**src/sv/lobm_ram.sv**
```systemverilog
module lobm_ram #(
    parameter int W = 8,
    parameter int D = 16
) (
    input  logic                 i_clk,
    input  logic                 i_we,
    input  logic [$clog2(D)-1:0] i_waddr,
    input  logic [W-1:0]         i_wdata,
    input  logic [$clog2(D)-1:0] i_raddr,
    output logic [W-1:0]         o_rdata
);
    logic [W-1:0] r_mem [D];

    always_ff @(posedge i_clk) begin
        if (i_we) begin
            r_mem[i_waddr] <= i_wdata;
        end
        o_rdata <= r_mem[i_raddr];
    end
endmodule

```
**config.mk**
```make
export PLATFORM = sky130hd
export DESIGN_NAME = lobm_ram
export DESIGN_NICKNAME = d
export VERILOG_FILES = /design/src/sv/lobm_ram.sv
export SDC_FILE = /design/constraint.sdc
export NUM_CORES = 1
export LEC_CHECK = 0
export ABC_AREA = 1
export BUFFER_PORTS_ARGS = -buffer_cell sky130_fd_sc_hd__buf_2
export CORE_ASPECT_RATIO = 2
export CORE_UTILIZATION = 25
export DETAILED_ROUTE_END_ITERATION = 8
export SLEW_MARGIN = 20
export SYNTH_ARGS = -nofsm -noshare
export SYNTH_HDL_FRONTEND = slang
export SYNTH_SLANG_ARGS = --single-unit
```
**constraint.sdc**
```tcl
create_clock -name i_clk -period 2.4 [get_ports i_clk]
set_input_delay 0.6 -clock i_clk [delete_from_list [all_inputs] [get_ports i_clk]]
set_output_delay 0.6 -clock i_clk [all_outputs]
set_load 0.05 [all_outputs]
```
==> metrics.cfg <==
[timing]
finalHoldViolCount = 0
slew_viol_final = 0
fin_skew_ps = 8.19
max_freq_mhz = 610
fin_ws_ps = 760
setup_violations = 0
rsz0062_at_grt = no
tightest_slew_ps = 648
fin_crit_ps = 1640
slew_headroom = 0.566
finalCritPeriodShare = 0.683
setup_tns_ps = 0

[route]
vias = 3683
first_pass_iters = 4
drc = 0
wl_um = 13400
drtAntennaViolNets = 0
viasPerCell = 4.17
post_drt_wl_per_cell_um = 15.2
initialDrtViolationCount = 186

[worst_setup_path]
critPathBufInv = 1
slowest_delay_ps = 340
slowest_stage = dfxtp_1
cpLargestDelayFamily = flip-flops
start_kind = flip-flop
critPathMaxFanout = 1
path_cells = buf_2
setup.worst_path.class = reg2out
crit_arrival_ps = 1040
endpoint_kind = output port
cp.required_ps = 1800

[placed_design]
dpl_cell_area_um2 = 6250
place_congestion = 0.853
numPlacedInstances = 852
hpwlAfterDp_um = 9110
numPortBuffers = 25
dp_slack_ps = 560

[logic_synthesis]
synth_compound_area_frac = 0
ys_seq_elements = 136
yosys.area_share.xor_xnor = 0
seq_area_frac_synth = 0.694
syn-mean-instance-area_um2 = 10.5
syn_area_um2 = 5770
ys.warnings.count = 0
synth_fp_nets = 569
synthMuxAreaShare = 0
yosys.area_share.simple = 0.210
synth_top_family_by_area = simple AND/OR/NAND/NOR gates
yosys.area_share.adder = 0
syn_inst = 551
synth_cell_types = 12

[power]
power_leakage_nw = 2.92
ir_worst_vdd_uv = 481
powerDensity_nw_per_um2 = 809

[clock_network]
clock-sinks = 136
root_buffer = clkbuf_16
cts_tree = yes
ctsLongestPathBuffers = 2
cts_hold_buf = 0
clkTransAtPathRegs_ps = 60
numCtsBuffers = 17
clock_latency_ps = 420
ctsResizeCount = 0
h-tree-depth = 4
post_cts_buffers = 0

[finish]
drive_gt1_frac = 0.127
antenna_cells = 0
final_cell_mix = nand2_1, edfxtp_1, inv_1, nand3_1, buf_2
final_common_cell = nand2_1
final_cell_area_um2 = 6830
syn2layout_area_growth_pct = 18.5
final_core_util = 0.302
fin_nets = 609
finalNonFillerCells = 884

[global_routing]
overflow = 0
antenna_found_initial = 0
grt_start_max_net_pins = 65
track_usage = 0.123
grt_pass1_vias = 3641
grt_pass1_wl_um = 20300

[floorplanning]
start_util = 0.255
die_w_um = 109
ios = 26
dieArea_um2 = 23700
coreArea_um2 = 22600
die_h_um = 217
fp-row-count = 78

[worst_hold_path]
min_path_type = in2reg

[job]
timing.max_cap.violations = 0

[outcome]
outcome = complete, no violations

## per-stage QoR
step	power [W]	hold slack, ps
after detailed placement	0.00311	650
final	0.00553	519
after global routing	0.00572	521
after CTS	0.00558	508
after global placement	0.00310	637
after floorplan	0.00296	607
## kinds of logic after synthesis
kind of cell / count (synthesis)
buf+inv: 126
flops: 136
simple gates: 289
## sequential cells by signal, summed over array words and instances (netlist names)
| signal | cells |
|---|---|
| o_rdata | 8 |
| r_mem | 128 |
## cell usage after synthesis (all sizes together)
library cell / n / share of area
dfxtp: 8 / 0.028
nor2: 17 / 0.011
inv: 102 / 0.066
nand3b: 2 / 0.0026
nand3: 97 / 0.084
nand2: 173 / 0.11
buf: 24 / 0.029
edfxtp: 128 / 0.67
## final cells by class
| cell class | count | area, um^2 |
|---|---|---|
| clock buffers | 26 | 552 |
| fillers | 2358 | 15800 |
| repair buffers | 45 | 300 |
| well taps | 280 | 350 |
| clock inverters | 6 | 31.3 |
| flip-flops and latches | 136 | 4000 |
| multi-input cells | 289 | 1210 |
| inverters | 102 | 383 |
## where the power goes
| group | internal [W] | total (W) | switching [W] |
|---|---|---|---|
| logic | 0.0000981 | 0.000381 | 0.000283 |
| registers | 0.00266 | 0.00267 | 0.0000144 |
| clock network | 0.00157 | 0.00248 | 0.000903 |
## final timing paths
| check | start | end | slack [ps] | cells after the start |
|---|---|---|---|---|
| max reg2reg | r_mem[1][4] | o_rdata[4] | 1360 | 6 |
| max | o_rdata[7] | o_rdata[7] | 760 | 1 |
| min | i_raddr[3] | o_rdata[7] | 520 | 3 |
| min reg2reg | r_mem[10][6] | o_rdata[6] | 660 | 6 |
## per-layer routing
layer	up-vias	GRT usage	wire (um)
li1	1852	-	-
met1	1708	0.115	4720
met2	86	0.223	7510
met3	37	0.0282	414
met4	0	0.0920	771
met5	-	0	0
No activity file was read; power rests on OpenSTA's default activity.
